<file path="src/hw/rtl/lrupr_pkg.sv">
// Shared types and constants for the LRU page replacement block.
`default_nettype none

package lrupr_pkg;

    localparam int CFG_W   = 4;
    localparam int COUNT_W = 16;

    localparam logic [CFG_W-1:0]   FRAMES_RESET = 4'd8;
    localparam logic [COUNT_W-1:0] FAULT_MAX    = 16'hFFFF;

    localparam logic [1:0] OUT_HIT   = 2'd0;
    localparam logic [1:0] OUT_FILL  = 2'd1;
    localparam logic [1:0] OUT_EVICT = 2'd2;

    typedef struct packed {
        logic hit;
        logic empty;
    } t_cell_stat;

endpackage

`default_nettype wire

</file>
<file path="src/hw/rtl/lrupr_cell.sv">
// One recency stack position: compare, priority link, shift from upper neighbor.
`default_nettype none

module lrupr_cell
    import lrupr_pkg::*;
#(
    parameter int PAGE_BITS = 10
) (
    input  wire logic                 i_clk,
    input  wire logic                 i_rst_n,
    input  wire logic                 i_load,
    input  wire logic                 i_active,
    input  wire logic                 i_is_last,
    input  wire logic [PAGE_BITS-1:0] i_page,
    input  wire logic [PAGE_BITS-1:0] i_left_page,
    input  wire logic                 i_left_valid,
    input  wire logic                 i_stop,
    input  wire logic [PAGE_BITS-1:0] i_evict,
    output      logic [PAGE_BITS-1:0] o_page,
    output      logic                 o_valid,
    output      logic                 o_stop,
    output      t_cell_stat           o_stat,
    output      logic [PAGE_BITS-1:0] o_evict
);

    logic [PAGE_BITS-1:0] r_page;
    logic                 r_valid;

    always_comb begin
        o_stat.hit   = !i_stop && i_active && r_valid && (r_page == i_page);
        o_stat.empty = !i_stop && i_active && !r_valid;
        o_stop       = i_stop || o_stat.hit || o_stat.empty;
        // pass the bottom active page down the chain as eviction candidate
        o_evict      = (i_active && i_is_last) ? r_page : i_evict;
        o_page       = r_page;
        o_valid      = r_valid;
    end

    always_ff @(posedge i_clk) begin
        if (!i_rst_n) begin
            r_valid <= 1'b0;
        end else if (i_load) begin
            if (!i_active) begin
                r_valid <= 1'b0;
            end else if (!i_stop) begin
                r_valid <= i_left_valid;
            end
        end
    end

    always_ff @(posedge i_clk) begin
        if (i_load && i_active && !i_stop) begin
            r_page <= i_left_page;
        end
    end

endmodule

`default_nettype wire

</file>
<file path="src/hw/rtl/lru_page_replacement.sv">
// Each accepted item's result is registered in the output register.
// Throughput: one item per cycle while the consumer does not stall; the lookup ripples
// once through the chain of MAX_FRAMES position cells, which sets the cycle time.
// Reset: all frames empty, fault count zero, r_frames back to 8,
// output register empty.
`default_nettype none

module lru_page_replacement
    import lrupr_pkg::*;
#(
    parameter int MAX_FRAMES = 8,
    parameter int PAGE_BITS  = 10
) (
    input  wire logic                 i_clk,
    input  wire logic                 i_rst_n,
    input  wire logic                 i_cfg_we,
    input  wire logic [CFG_W-1:0]     i_cfg_data,
    input  wire logic                 i_valid,
    output      logic                 o_ready,
    input  wire logic [PAGE_BITS-1:0] i_page_number,
    output      logic                 o_valid,
    input  wire logic                 i_ready,
    output      logic [1:0]           o_outcome,
    output      logic [PAGE_BITS-1:0] o_evicted_page,
    output      logic [COUNT_W-1:0]   o_fault_total
);

    localparam int FW = $clog2(MAX_FRAMES + 1);

    logic [CFG_W-1:0]     r_frames;
    logic [COUNT_W-1:0]   r_faults;
    logic [COUNT_W-1:0]   n_faults;
    logic                 r_out_valid;
    logic [1:0]           r_outcome;
    logic [1:0]           n_outcome;
    logic [PAGE_BITS-1:0] r_evicted;
    logic [PAGE_BITS-1:0] n_evicted;

    logic                 w_accept;
    logic [FW-1:0]        w_count;

    logic [PAGE_BITS-1:0] w_page   [MAX_FRAMES];
    logic                 w_valid  [MAX_FRAMES];
    logic [PAGE_BITS-1:0] w_evict  [MAX_FRAMES+1];
    logic                 w_stop   [MAX_FRAMES+1];
    logic [MAX_FRAMES-1:0] w_hit_vec;
    logic [MAX_FRAMES-1:0] w_empty_vec;

    assign o_ready  = !r_out_valid || i_ready;
    assign w_accept = i_valid && o_ready;

    // clamp the configured frame count into 1..MAX_FRAMES
    always_comb begin
        if (r_frames == '0) begin
            w_count = FW'(1);
        end else if (32'(r_frames) > MAX_FRAMES) begin
            w_count = FW'(MAX_FRAMES);
        end else begin
            w_count = FW'(r_frames);
        end
    end

    assign w_stop[0]  = 1'b0;
    assign w_evict[0] = '0;

    for (genvar g = 0; g < MAX_FRAMES; g++) begin : g_cell
        logic [PAGE_BITS-1:0] w_left_page;
        logic                 w_left_valid;
        t_cell_stat           w_stat;

        if (g == 0) begin : g_head
            assign w_left_page  = i_page_number;
            assign w_left_valid = 1'b1;
        end else begin : g_body
            assign w_left_page  = w_page[g-1];
            assign w_left_valid = w_valid[g-1];
        end

        lrupr_cell #(
            .PAGE_BITS (PAGE_BITS)
        ) u_cell (
            .i_clk        (i_clk),
            .i_rst_n      (i_rst_n),
            .i_load       (w_accept),
            .i_active     (32'(w_count) > g),
            .i_is_last    (32'(w_count) == g + 1),
            .i_page       (i_page_number),
            .i_left_page  (w_left_page),
            .i_left_valid (w_left_valid),
            .i_stop       (w_stop[g]),
            .i_evict      (w_evict[g]),
            .o_page       (w_page[g]),
            .o_valid      (w_valid[g]),
            .o_stop       (w_stop[g+1]),
            .o_stat       (w_stat),
            .o_evict      (w_evict[g+1])
        );

        assign w_hit_vec[g]   = w_stat.hit;
        assign w_empty_vec[g] = w_stat.empty;
    end

    always_comb begin
        n_evicted = '0;
        if (|w_hit_vec) begin
            n_outcome = OUT_HIT;
        end else if (|w_empty_vec) begin
            n_outcome = OUT_FILL;
        end else begin
            n_outcome = OUT_EVICT;
            n_evicted = w_evict[MAX_FRAMES];
        end
        n_faults = r_faults;
        if (n_outcome != OUT_HIT && r_faults != FAULT_MAX) begin
            n_faults = r_faults + 1'b1;
        end
    end

    always_ff @(posedge i_clk) begin
        if (!i_rst_n) begin
            r_frames    <= FRAMES_RESET;
            r_faults    <= '0;
            r_out_valid <= 1'b0;
        end else begin
            if (i_cfg_we) begin
                r_frames <= i_cfg_data;
            end
            if (w_accept) begin
                r_faults <= n_faults;
            end
            r_out_valid <= w_accept || (r_out_valid && !i_ready);
        end
    end

    // hold the result while the consumer stalls
    always_ff @(posedge i_clk) begin
        if (w_accept) begin
            r_outcome <= n_outcome;
            r_evicted <= n_evicted;
        end
    end

    assign o_valid        = r_out_valid;
    assign o_outcome      = r_outcome;
    assign o_evicted_page = r_evicted;
    assign o_fault_total  = r_faults;

`ifndef NO_ASSERTIONS
    a_one_stop: assert property (@(posedge i_clk) disable iff (!i_rst_n)
        $onehot0({w_hit_vec, w_empty_vec}))
        else $error("more than one stack position claimed the item");

    a_head_valid: assert property (@(posedge i_clk) disable iff (!i_rst_n)
        w_accept |=> w_valid[0])
        else $error("most recent position empty after an item");

    a_fault_step: assert property (@(posedge i_clk) disable iff (!i_rst_n)
        w_accept |=> (r_faults == $past(r_faults) || r_faults == $past(r_faults) + 16'd1))
        else $error("fault count moved by more than one");
`endif

endmodule

`default_nettype wire

</file>
<file path="config.mk">
export PLATFORM = sky130hd
export DESIGN_NAME = lru_page_replacement
export DESIGN_NICKNAME = d
export VERILOG_FILES = /design/src/hw/rtl/lrupr_pkg.sv /design/src/hw/rtl/lrupr_cell.sv /design/src/hw/rtl/lru_page_replacement.sv
export SDC_FILE = /design/constraint.sdc
export NUM_CORES = 1
export LEC_CHECK = 0
export BUFFER_PORTS_ARGS = -buffer_cell sky130_fd_sc_hd__buf_4
export CORE_ASPECT_RATIO = 1.25
export CORE_MARGIN = 2
export CORE_UTILIZATION = 60
export CTS_BUF_LIST = sky130_fd_sc_hd__clkbuf_2 sky130_fd_sc_hd__clkbuf_4 sky130_fd_sc_hd__clkbuf_8
export DETAILED_ROUTE_END_ITERATION = 12
export GPL_TIMING_DRIVEN = 0
export PLACE_DENSITY = 0.91
export RECOVER_POWER = 25
export SKIP_CTS_REPAIR_TIMING = 1
export SYNTH_ARGS = -nofsm -noshare
export SYNTH_HDL_FRONTEND = slang
export SYNTH_SLANG_ARGS = --single-unit
</file>
<file path="constraint.sdc">
create_clock -name i_clk -period 6 [get_ports i_clk]
set_input_delay 1.2 -clock i_clk [delete_from_list [all_inputs] [get_ports i_clk]]
set_output_delay 1.2 -clock i_clk [all_outputs]
set_load 0.02 [all_outputs]
</file>
# == After elaboration in Yosys (flattened, before gate mapping) ==
# Index checks and enable logic that the tools add are counted.
# totals
regBits,121
# op_classes
mux,27
n_reduce_logical,102
magnitude_cmp,9
eq_ne,24
add_sub_neg,1
# op_table
operator,n
== test 10 bit,8
2-to-1 mux 10 bit,8
logical AND 1 bit,57
zero test 1 bit,17
"adder 16 x 1 -> 16 bit, second input constant",1
"== test 4 x 3 -> 1 bit, second input constant",4
"greater-than comparator 4 x 3 -> 1 bit, second input constant",4
"inequality test 16 bit, second input constant",1
AND reduction 2 bit,8
OR reduction 16 bit,1
OR reduction 8 bit,2
logical OR 1 bit,15
2-to-1 mux 1 bit,15
"inequality test 2 bit, second input constant",7
"== test 4 x 2 -> 1 bit, second input constant",2
"greater-than comparator 4 x 1 -> 1 bit, second input constant",2
"greater-than comparator 4 x 2 -> 1 bit, second input constant",2
2-to-1 mux 4 bit,2
"== test 4 x 1 -> 1 bit, second input constant",1
"== test 4 bit, second input constant",1
"greater-than comparator 4 bit, second input constant",1
zero test 4 bit,1
2-to-1 mux 2 bit,2
nonzero test 2 bit,1

# == Longest topological paths before layout ==
# Gate-level depths: netlist (run 1).
# depth
word_depth,52
mapped_depth,12
ltp_nobuf,8

# == By module ==
# A second synthesis (run 1) with hierarchy kept.
# unflattened
hier_cells,523
area_unflattened_um2,6496.2
# modules_own_cells
module,cells_per_inst,instances,area_each_um2
lrupr_cell,45,8,614.3
lru_page_replacement,163,1,1581.5

# == Worst setup path after synthesis (run 1) ==
# OpenSTA, ideal clock, no wires.
# synth_timing
path_kind,input to register
startpoint,input port i_ready
endpoint,"register g_cell[4].u_cell.r_page[0], enable pin"
arrival_time_ps,3389
setup_slack_ps,2207
n_path_buf,0
required_time_ps,5596
stages,7
setup_time_ps,404
cell_sequence,nand2b_1 -> nand2_1 -> clkinv_1 -> nand2_1 -> nor2_1 -> o21ai_0 -> nor4_1
# synth_between
elab_chain_cells,4
# synth_rtl
element,line_no,text
from (decl),lru_page_replacement.sv:22,"input wire logic i_ready,"
logical OR 1 bit,lru_page_replacement.sv:49,assign o_ready = !r_out_valid || i_ready;
logical AND 1 bit,lru_page_replacement.sv:50,assign w_accept = i_valid && o_ready;
net g_cell[0].u_cell.i_load,lrupr_cell.sv:11,"input wire logic i_load,"
logical AND 1 bit (2 in a row),lrupr_cell.sv:52,if (i_load && i_active && !i_stop) begin
to (signal assigned),lrupr_cell.sv:53,r_page <= i_left_page;
to (decl),lrupr_cell.sv:26,logic [PAGE_BITS-1:0] r_page;
# The timed path passes the listed nets, and every way through them passes these cells.
# A chain may end at the register's enable or synchronous reset.

# == Worst setup path in the final report (run 1) ==
# layout_timing
startpoint,input port i_page_number[5]
endpoint,"register g_cell[6].u_cell.r_page[0], enable pin"
# layout_between
elab_chain_cells,35
word_cells_on_any_way,45
# layout_rtl
element,line_no,text
from (decl),lru_page_replacement.sv:20,"input wire logic [PAGE_BITS-1:0] i_page_number,"
== test 10 bit,lrupr_cell.sv:30,o_stat.hit = !i_stop && i_active && r_valid && (r_page == i_page);
logical AND 1 bit,lrupr_cell.sv:30,
logical OR 1 bit,lrupr_cell.sv:32,o_stop = i_stop || o_stat.hit || o_stat.empty;
zero test 1 bit,"lrupr_cell.sv:30, lrupr_cell.sv:31",
logical AND 1 bit,"lrupr_cell.sv:30, lrupr_cell.sv:31",
logical AND 1 bit (2 in a row),lrupr_cell.sv:30,
logical OR 1 bit (2 in a row),lrupr_cell.sv:32,
zero test 1 bit,"lrupr_cell.sv:30, lrupr_cell.sv:31",
(+15 left out),--,
logical OR 1 bit (2 in a row),lrupr_cell.sv:32,
zero test 1 bit,"lrupr_cell.sv:30, lrupr_cell.sv:31",
logical AND 1 bit,"lrupr_cell.sv:30, lrupr_cell.sv:31",
logical AND 1 bit (2 in a row),lrupr_cell.sv:30,
logical OR 1 bit,lrupr_cell.sv:32,
logical OR 1 bit *,lrupr_cell.sv:32,
zero test 1 bit *,lrupr_cell.sv:52,
logical AND 1 bit *,lrupr_cell.sv:52,
to (signal assigned),lrupr_cell.sv:53,
to (decl),lrupr_cell.sv:26,
# Mark *: on every way between the ends. The rest lies on a longest branch, timed or not.

==> results of run 1 <==
-- cells in the mapped netlist (all sizes together) (10+ instances only) --
library cell,instances
nor2,36
xnor2,39
clkbuf,12
or3,10
edfxtp,92
a21oi,33
o21ai,19
nor3,15
mux2i,14
nand4,14
nand2,24
buf,21
dfxtp,29
nor4,10
nand3,24
xor2,43
-- kinds of logic (layout without fill, tap and decap cells) --
group                      Yosys count  count (layout)  share of synthesized area [%]
DFF                                121             121                           54.9
and+or+nand+nor                    158             158                           14.2
adders and majority gates            1               1                          0.205
xor gates and xnor gates            82              82                           11.8
buffers and inverters               42             121                           3.43
AOI/OAI and AO/OA                  105             105                           11.4
muxes                               21              21                           4.15
-- cell type report --
cell class / instances / area, um2
repair buffers: 47 / 353
inverters: 9 / 33.8
flip-flops and latches: 121 / 3340
multi-input cells: 367 / 2550
fillers: 687 / 2990
plain buffers: 33 / 175
clock buffers: 17 / 234
well taps: 129 / 161
clock inverters: 15 / 161
-- power by group --
group | internal [mW] | switching [mW] | total (mW)
sequential | 0.913 | 0.0152 | 0.929
clock | 0.377 | 0.359 | 0.735
combinational | 0.0682 | 0.108 | 0.176
total | 1.36 | 0.482 | 1.84
-- cell usage in the layout, fill, tap and decap left out, drive strengths merged, types with 14 or more instances in the layout --
master / n
edfxtp: 92
buf: 68
xor2: 43
xnor2: 39
nor2: 36
a21oi: 33
dfxtp: 29
clkbuf: 29
nand2: 24
nand3: 24
o21ai: 19
inv: 16
nor3: 15
mux2i: 14
nand4: 14
-- sequential cells by signal, summed over array words and instances, names as in the netlist --
name / flops
o_fault_total: 16
o_evicted_page: 10
r_frames: 4
g_cell.u_cell.o_valid: 8
o_outcome: 2
g_cell.u_cell.o_page: 80
o_valid: 1
-- routing by layer --
layer  vias to the layer above  share of wire (%)
li1                       2124                  -
met4                         0                4.1
met5                         -                  0
met3                        47                7.7
met2                       251                 51
met1                      2229                 38
-- stage by stage --
step / area [um2] / hold slack [ns] / total power [mW] / worst slack (ns)
detailed placement: 6610 / 0.481 / 1.12 / 1.62
global route: 7010 / 0.512 / 1.90 / 1.90
global placement: 6600 / 0.474 / 1.11 / 1.40
floorplan: 6090 / 0.465 / 1.06 / 2.21
finish: 7010 / 0.499 / 1.84 / 2.00
CTS: 7010 / 0.499 / 1.84 / 2.04
-- how the worst max path moves through the flow --
stage                     cells after the start                         end             start  slack, ns
final                                         8  g_cell[6].u_cell.o_page[0]  i_page_number[5]       2.00
after global routing                          8  g_cell[6].u_cell.o_page[0]  i_page_number[5]       1.90
after CTS                                     8  g_cell[6].u_cell.o_page[0]  i_page_number[5]       2.04
after detailed placement                      8  g_cell[6].u_cell.o_page[6]  i_page_number[5]       1.62
after global placement                        8  g_cell[4].u_cell.o_page[5]  i_page_number[5]       1.40
after floorplan                               7  g_cell[4].u_cell.o_page[0]           i_ready       2.21
==> results.py, run 1 <==
metrics = {
    "global_routing": {
        "grtUsageTotal_pct": 28.1,
        "groute.layer.met3.usage_pct": 5.68,
        "grt_max_degree": 20,
        "grt_pass1_vias": 4437,
        "antenna_found_initial": 0,
        "grt-ovfl-total": 0,
        "top_usage_layer": "met2",
        "met1_usage_pct": 34.9,
        "grt_pass1_wl_um": 22900,
        "use_met2_pct": 47.2,
    },
    "timing": {
        "min_period_ns": 4.00,
        "hold_violations": 0,
        "setup_viol": 0,
        "finalCritPeriodShare_pct": 66.7,
        "relSlewSlack_pct": 10.4,
        "worst_slew_pin_slew_ns": 1.33,
        "fin_skew_ns": 0.0135,
        "finalMaxSlewViolations": 0,
        "setup_tns_ns": 0,
        "fmax_mhz": 250,
        "rsz0062_at_grt": "false",
    },
    "power_and_ir_drop": {
        "power.density_nw_per_um2": 262,
        "vdd_ir_drop_max_v": 0.000179,
        "power_leakage_nw": 2.46,
    },
    "worst_setup_path": {
        "rr_worst_depth": 8,
        "cp_data_required_time_ns": 6.04,
        "path_class": "in -> reg",
        "crit_chain": "buf_4 -> buf_2 -> xnor2_1 -> nand4_1 -> nor3_1 -> o21ba_2 -> o21ai_0 -> nor3_1",
        "crit_slowest_cell": "nor3_1",
        "r2r-end": "g_cell[6].u_cell.o_page[0]",
        "path_buf_inv": 2,
        "slowest_delay_ns": 1.10,
        "crit_path_start_kind": "primary input",
        "r2r_slack_ns": 2.54,
        "reg2reg_from": "r_frames[2]",
        "arrival_ns": 4.04,
        "endpoint_kind": "flip-flop",
        "critPathMaxFanout": 10,
        "cpMostUsedCell": "nor3_1",
        "path_delay_family": "simple AND/OR/NAND/NOR gates",
    },
    "floorplan": {
        "pin_count": 49,
        "die_w_um": 94.1,
        "core_area_um2": 10000,
        "start_util_pct": 60.9,
        "die_h_um": 117,
        "placementRows": 41,
        "die_area_um2": 11000,
    },
    "hold_path": {
        "hold_path_class": "reg -> reg",
        "whs_path_depth": 0,
        "hold_end": "g_cell[3].u_cell.o_page[3]",
        "hold_start": "g_cell[2].u_cell.o_page[3]",
    },
    "synthesis": {
        "ys.flop_type": "edfxtp_1",
        "ys_types": 58,
        "yosysTopAreaCell": "edfxtp_1",
        "avgSynthCellArea_um2": 11.5,
        "ys_seq_area_share_pct": 54.9,
        "syn_nets": 550,
        "syn_area_um2": 6090,
        "synthCells": 530,
        "netlist.area_leader.share_pct": 45.3,
        "async_flop_share_pct": 0,
        "yosys-top-cells-area": "edfxtp_1 (45%), dfxtp_1 (9.5%), xor2_1 (6.2%), xnor2_1 (5.6%), a21oi_1 (2.7%)",
        "synth_warnings": 0,
        "synth-edff-count": 92,
        "synth-seq-cells": 121,
    },
    "cts": {
        "clkSlewWorstSetupHoldPaths_ns": 0.07,
        "clk_latency_ns": 0.44,
        "cts_tree": "yes",
        "cts_buffers": 17,
        "clockBufferDepth": 2,
        "cts_root_buffer": "clkbuf_8",
        "htreeDepth": 4,
        "cts_sinks": 121,
    },
    "placement": {
        "placedCellCount": 706,
        "io_buffer_count": 46,
        "hpwl_um": 10900,
        "place_congestion": 0.909,
    },
    "outcome": {
        "status": "finished clean",
    },
    "detailed_routing": {
        "viasPerCell": 6.30,
        "dr.pass1.iters": 5,
        "drcViolationCount": 0,
        "dr.first_iter.drc_count": 545,
        "vias": 4651,
        "wl_per_cell_um": 19.8,
        "wirelength_um": 14600,
        "ant_nets": 0,
    },
    "run": {
        "maxCapViolations": 0,
    },
    "finish": {
        "area_growth_pct": 15.1,
        "drive_gt1_share_pct": 18.6,
        "antenna_cells": 0,
        "finalNonFillerCells": 738,
        "nets": 616,
        "post-route-util_pct": 70.1,
    },
}
Power figures use the tool's default switching activity.
==> run 2, diff against run 1 <==
- ABC_AREA: unset -> 1
- PLACE_DENSITY: 0.91 -> 0.9
- clock period: 6 -> 4.1 ns (I/O delays scaled with it)
==> run 2 against run 1 <==
  * Hold slack got worse by 0.040 ns
  * Register-to-register slack got worse by 2.1 ns
  * Non-clock buffer count fell by 11
  * Clock power rose by 44%
  * Die area rose by 12%
  * Global-route usage rose by 0.40 points
  * Sequential power rose by 51%
  * Wire length rose by 15%
  * Cell count rose by 35%
==> results.py, run 2 <==
metrics = {
    "finish": {
        "layout_common_cells": "nand2_1 (163), edfxtp_1 (92), nor2_1 (83), inv_1 (76), buf_4 (49)",
        "nFillCells": 860,
        "post-route-util_pct": 69.7,
        "drive_gt1_share_pct": 19.5,
        "finalNonFillerCells": 993,
        "antenna_cells": 0,
        "largest_register_ffs": 80,
        "nets": 867,
        "layout_commonest_cell": "nand2_1",
        "area_growth_pct": 13.1,
    },
    "worst_setup_path": {
        "crit_slowest_cell": "nor2_1",
        "r2r_slack_ns": 0.45,
        "cp_data_required_time_ns": 4.17,
        "path_class": "in -> reg",
        "crit_path_start_kind": "primary input",
        "endpoint_kind": "flip-flop",
        "slowest_delay_ns": 0.71,
        "cp-startpoint": "i_page_number[0]",
        "rr_worst_depth": 16,
        "crit_chain": "clkbuf_4 -> buf_4 -> inv_2 -> nand2_1 -> nand3_1 -> nor2_1 -> a21oi_1 -> o21ai_0 -> nand4_1 -> nand3_2 -> nor2_2 -> nor2_2 -> o31ai_2 -> nor2_2 -> o31ai_1 -> nor2_4 -> nand2_1 -> nor2_1",
        "r2r-end": "g_cell[6].u_cell.o_page[0]",
        "cpMostUsedCell": "nor2_2",
        "critPathMaxFanout": 11,
        "arrival_ns": 3.85,
        "cp-endpoint": "g_cell[6].u_cell.o_page[0]",
        "reg2reg_from": "r_frames[3]",
    },
    "detailed_routing": {
        "vias": 5746,
        "wirelength_um": 16800,
        "wl_per_cell_um": 16.9,
        "viasPerCell": 5.79,
        "dr.pass1.iters": 5,
        "dr.first_iter.drc_count": 489,
        "ant_nets": 0,
        "drcViolationCount": 0,
    },
    "timing": {
        "finalCritPeriodShare_pct": 92.2,
        "finalMaxSlewViolations": 0,
        "fmax_mhz": 264,
        "min_period_ns": 3.78,
        "setup_viol": 0,
        "fin_ws_ns": 0.318,
        "worst_slew_pin_slew_ns": 1.16,
        "relSlewSlack_pct": 22.2,
        "rsz0062_at_grt": "false",
        "fin_skew_ns": 0.0122,
        "hold_violations": 0,
    },
    "synthesis": {
        "synth-edff-count": 92,
        "synthCells": 780,
        "syn_nets": 800,
        "ys_seq_area_share_pct": 48.7,
        "yosysTopAreaCell": "edfxtp_1",
        "yosys-top-cells-count": "nand2_1 (163), edfxtp_1 (92), nor2_1 (83)",
        "netlist.area_leader.share_pct": 40.3,
        "synth-seq-cells": 121,
        "ys.flop_type": "edfxtp_1",
        "ys_types": 55,
        "syn_area_um2": 6860,
        "avgSynthCellArea_um2": 8.80,
        "synth_warnings": 0,
        "async_flop_share_pct": 0,
        "yosys-top-cells-area": "edfxtp_1 (40%), nand2_1 (8.9%), dfxtp_1 (8.5%), nor2_1 (4.5%), inv_1 (4.2%)",
        "synth.most_common_cell": "nand2_1",
    },
    "cts": {
        "cts_root_buffer": "clkbuf_8",
        "cts_tree": "yes",
        "clkSlewWorstSetupHoldPaths_ns": 0.06,
        "cts_sinks": 121,
        "htreeDepth": 4,
        "clk_latency_ns": 0.45,
        "cts_buffers": 17,
        "clockBufferDepth": 2,
    },
    "global_routing": {
        "grt_max_degree": 22,
        "grtUsageTotal_pct": 28.5,
        "antenna_found_initial": 0,
        "grt_pass1_wl_um": 26500,
        "grt-ovfl-total": 0,
        "grt_pass1_vias": 5436,
    },
    "hold_path": {
        "hold_path_class": "reg -> reg",
        "hold_start": "g_cell[2].u_cell.o_valid",
        "whs_path_depth": 2,
    },
    "run": {
        "maxCapViolations": 0,
    },
    "outcome": {
        "status": "finished clean",
    },
    "placement": {
        "hpwl_um": 13000,
        "io_buffer_count": 48,
        "placedCellCount": 963,
        "place_congestion": 0.945,
        "pre_cts_ws_ns": -0.0448,
    },
    "floorplan": {
        "start_util_pct": 61.6,
        "die_area_um2": 12300,
        "die_w_um": 99.7,
        "placementRows": 43,
        "core_area_um2": 11100,
        "pin_count": 49,
        "die_h_um": 124,
    },
    "power_and_ir_drop": {
        "power.density_nw_per_um2": 362,
        "power_leakage_nw": 3.02,
        "p_total_mw": 2.81,
        "vdd_ir_drop_max_v": 0.000265,
    },
}
==> run 2: stage by stage <==
stage	setup TNS (ns)	cell area, um2	hold WS (ns)
floorplan	0	6860	0.439
global placement	0	7390	0.449
detailed placement	-0.443	7390	0.454
CTS	0	7770	0.464
global route	0	7760	0.493
finish	0	7760	0.459
==> run 2: metal layers <==
layer | global-route usage, % | vias to the layer above | wire (um)
met1 | 36.1 | 2658 | 6910
met3 | 6.11 | 41 | 1100
li1 | - | 2807 | -
met4 | 11.5 | 0 | 498
met2 | 47.9 | 240 | 8320
met5 | 0 | - | 0
==> run 2: how the worst min path moves through the flow <==
stage / to / slack [ns]
floorplan: g_cell[2].u_cell.o_valid / 0.44
CTS: g_cell[2].u_cell.o_valid / 0.46
finish: g_cell[2].u_cell.o_valid / 0.46
detailed placement: g_cell[2].u_cell.o_valid / 0.45
global route: g_cell[2].u_cell.o_valid / 0.49
global placement: g_cell[2].u_cell.o_valid / 0.45
==> run 2: cell type report <==
class | instances | area [um2] | area share, %
Sequential cell | 121 | 3340 | 43.1
Multi-Input combinational cell | 543 | 2980 | 38.4
Inverter | 95 | 370 | 4.77
Timing Repair Buffer | 48 | 357 | 4.59
Clock buffer | 18 | 241 | 3.11
Buffer | 21 | 170 | 2.19
Tap cell | 135 | 169 | 2.18
Clock inverter | 12 | 134 | 1.72
==> run 2: power breakdown <==
part           total [mW]  switching [mW]  internal (mW)  leakage, nW
Clock                1.06           0.472          0.587        0.194
Sequential           1.40          0.0350           1.36         1.09
Combinational       0.348           0.229          0.119         1.73
==> run 2: logic make-up after synthesis <==
| kind of cell | count (synthesis) | synth area share [%] |
|---|---|---|
| xor gates and xnor gates | 47 | 6.00 |
| adders and majority gates | 1 | 0.182 |
| and+or+nand+nor | 388 | 27.0 |
| buffers and inverters | 116 | 7.88 |
| AOI/OAI and AO/OA | 107 | 10.2 |
| DFF | 121 | 48.7 |
==> run 2: critical path, delay by kind of cell <==
family,cells,cell delay (ns)
AND/OR/NAND/NOR,11,2.17
AO/OA/AOI/OAI,4,0.49
buffers and inverters,3,0.36
==> run 3, diff against run 2 <==
- CELL_PAD_IN_SITES_DETAIL_PLACEMENT: unset -> 2
- CELL_PAD_IN_SITES_GLOBAL_PLACEMENT: unset -> 2
- CORE_UTILIZATION: 60 -> 39
- PLACE_DENSITY: 0.9 -> 0.93
==> run 3 against run 2 <==
  * Cell count increased by 9.3%
  * Clock power increased by 5%
  * Critical path depth decreased by 1
  * Hold slack improved by 0.026 ns
  * Clock skew increased by 0.0023 ns
  * Wire length increased by 56%
  * Worst setup slack got worse by 0.24 ns
  * Critical endpoint is now o_fault_total[0]
==> results.py, run 3 (synthesis results as in run 2) <==
metrics = {
    "detailed_routing": {
        "dr.first_iter.drc_count": 359,
        "ant_nets": 0,
        "wl_per_cell_um": 24.2,
        "wirelength_um": 26300,
        "drcViolationCount": 0,
        "viasPerCell": 5.69,
        "dr.pass1.iters": 5,
        "vias": 6170,
    },
    "global_routing": {
        "grt-ovfl-total": 0,
        "antenna_found_initial": 0,
        "grt_pass1_vias": 7020,
        "grtUsageTotal_pct": 29.4,
        "grt_pass1_wl_um": 41100,
        "grt_max_degree": 22,
    },
    "worst_setup_path": {
        "critPathMaxFanout": 10,
        "endpoint_kind": "flip-flop",
        "path_delay_family": "simple AND/OR/NAND/NOR gates",
        "crit_chain": "buf_4 -> inv_2 -> buf_2 -> nor2_1 -> or3_1 -> nor4_1 -> nand4_1 -> o31ai_2 -> inv_2 -> nand3_2 -> nor2_4 -> nor2_1 -> a31oi_4 -> nand3_4 -> buf_12 -> nand2_2 -> a21oi_2",
        "path_buf_inv": 5,
        "crit_slowest_cell": "nor4_1",
        "slowest_delay_ns": 0.51,
        "cp_data_required_time_ns": 4.49,
        "path_class": "in -> reg",
        "crit_path_start_kind": "primary input",
        "arrival_ns": 4.41,
    },
    "run": {
        "maxCapViolations": 0,
    },
    "floorplan": {
        "core_area_um2": 17400,
        "die_area_um2": 18700,
        "die_w_um": 123,
        "placementRows": 54,
        "pin_count": 49,
        "die_h_um": 152,
        "start_util_pct": 39.5,
    },
    "placement": {
        "io_buffer_count": 48,
        "place_congestion": 0.879,
        "hpwl_um": 18900,
    },
    "cts": {
        "cts_sinks": 121,
        "cts_buffers": 17,
        "cts_root_buffer": "clkbuf_8",
        "clockBufferDepth": 2,
        "clk_latency_ns": 0.47,
        "clkSlewWorstSetupHoldPaths_ns": 0.08,
        "cts_tree": "yes",
        "htreeDepth": 4,
    },
    "hold_path": {
        "hold_path_class": "reg -> reg",
    },
    "timing": {
        "fin_skew_ns": 0.0145,
        "setup_tns_ns": 0,
        "fmax_mhz": 249,
        "relSlewSlack_pct": 6.56,
        "setup_viol": 0,
        "finalCritPeriodShare_pct": 98.0,
        "hold_violations": 0,
        "min_period_ns": 4.02,
        "rsz0062_at_grt": "false",
        "worst_slew_pin_slew_ns": 1.39,
        "finalMaxSlewViolations": 0,
        "hold_ws_ns": 0.485,
    },
    "finish": {
        "area_growth_pct": 15.2,
        "nets": 868,
        "largest_register_ffs": 80,
        "layout_commonest_cell": "nand2_1",
        "antenna_cells": 0,
        "layout_common_cells": "nand2_1 (163), edfxtp_1 (92), nor2_1 (81), inv_1 (75), buf_4 (49)",
        "drive_gt1_share_pct": 20.2,
    },
    "outcome": {
        "status": "finished clean",
    },
    "power_and_ir_drop": {
        "vdd_ir_drop_max_v": 0.000206,
        "power_leakage_nw": 3.01,
        "power.density_nw_per_um2": 368,
    },
}
## run 3: cell types whose count changed in the layout (fill, tap and decap cells not counted), sizes merged
cell,change
clkinvlp,+2
inv,+2
buf,+1
bufinv,-1
clkinv,-1
## run 3: stage by stage
step	util [%]	area [um2]	total power, mW	setup WS, ns	instances
floorplan	-	6860	1.66	0.698	780
global placement	43.2	7500	1.77	-0.110	1052
detailed placement	43.2	7500	1.80	-0.357	1052
CTS	45.4	7890	2.91	-0.103	1084
global route	45.5	7900	2.99	0.00925	1085
finish	45.5	7900	2.91	0.0819	1085
## run 3: cell type report
class,instances,area (um2)
clock buffers,18,241
well taps,224,280
fillers,1917,9460
multi-input cells,543,2980
clock inverters,14,146
flip-flops and latches,121,3340
repair buffers,49,360
inverters,95,374
plain buffers,21,174
## run 3: power breakdown
group / total (mW) / internal, mW / switching, mW
Sequential: 1.40 / 1.36 / 0.0408
Combinational: 0.389 / 0.120 / 0.270
Clock: 1.11 / 0.548 / 0.565
Total: 2.91 / 2.03 / 0.875
## run 3: per-layer routing
| layer | global-route usage (%) | wire [um] |
|---|---|---|
| met5 | 0 | 0 |
| met4 | 13.6 | 1120 |
| met3 | 4.94 | 973 |
| met2 | 52.9 | 13900 |
| met1 | 33.3 | 10200 |
## run 3: worst paths after layout
kind,start,end,slack (ns),cells past startpoint
worst max-delay path,i_page_number[3],o_fault_total[0],0.08,17
worst min-delay path,g_cell[0].u_cell.o_page[9],g_cell[1].u_cell.o_page[9],0.49,0
worst max register to register,r_frames[3],g_cell[7].u_cell.o_page[9],0.21,19
worst min register to register,g_cell[0].u_cell.o_page[9],g_cell[1].u_cell.o_page[9],0.49,0
## run 3: worst reg2reg max path, delay by kind of cell, from the launching register on
family | cells | cell delay [ns]
simple gates | 12 | 2.03
flops | 1 | 0.33
compound gates | 2 | 0.34
buf+inv | 5 | 0.89
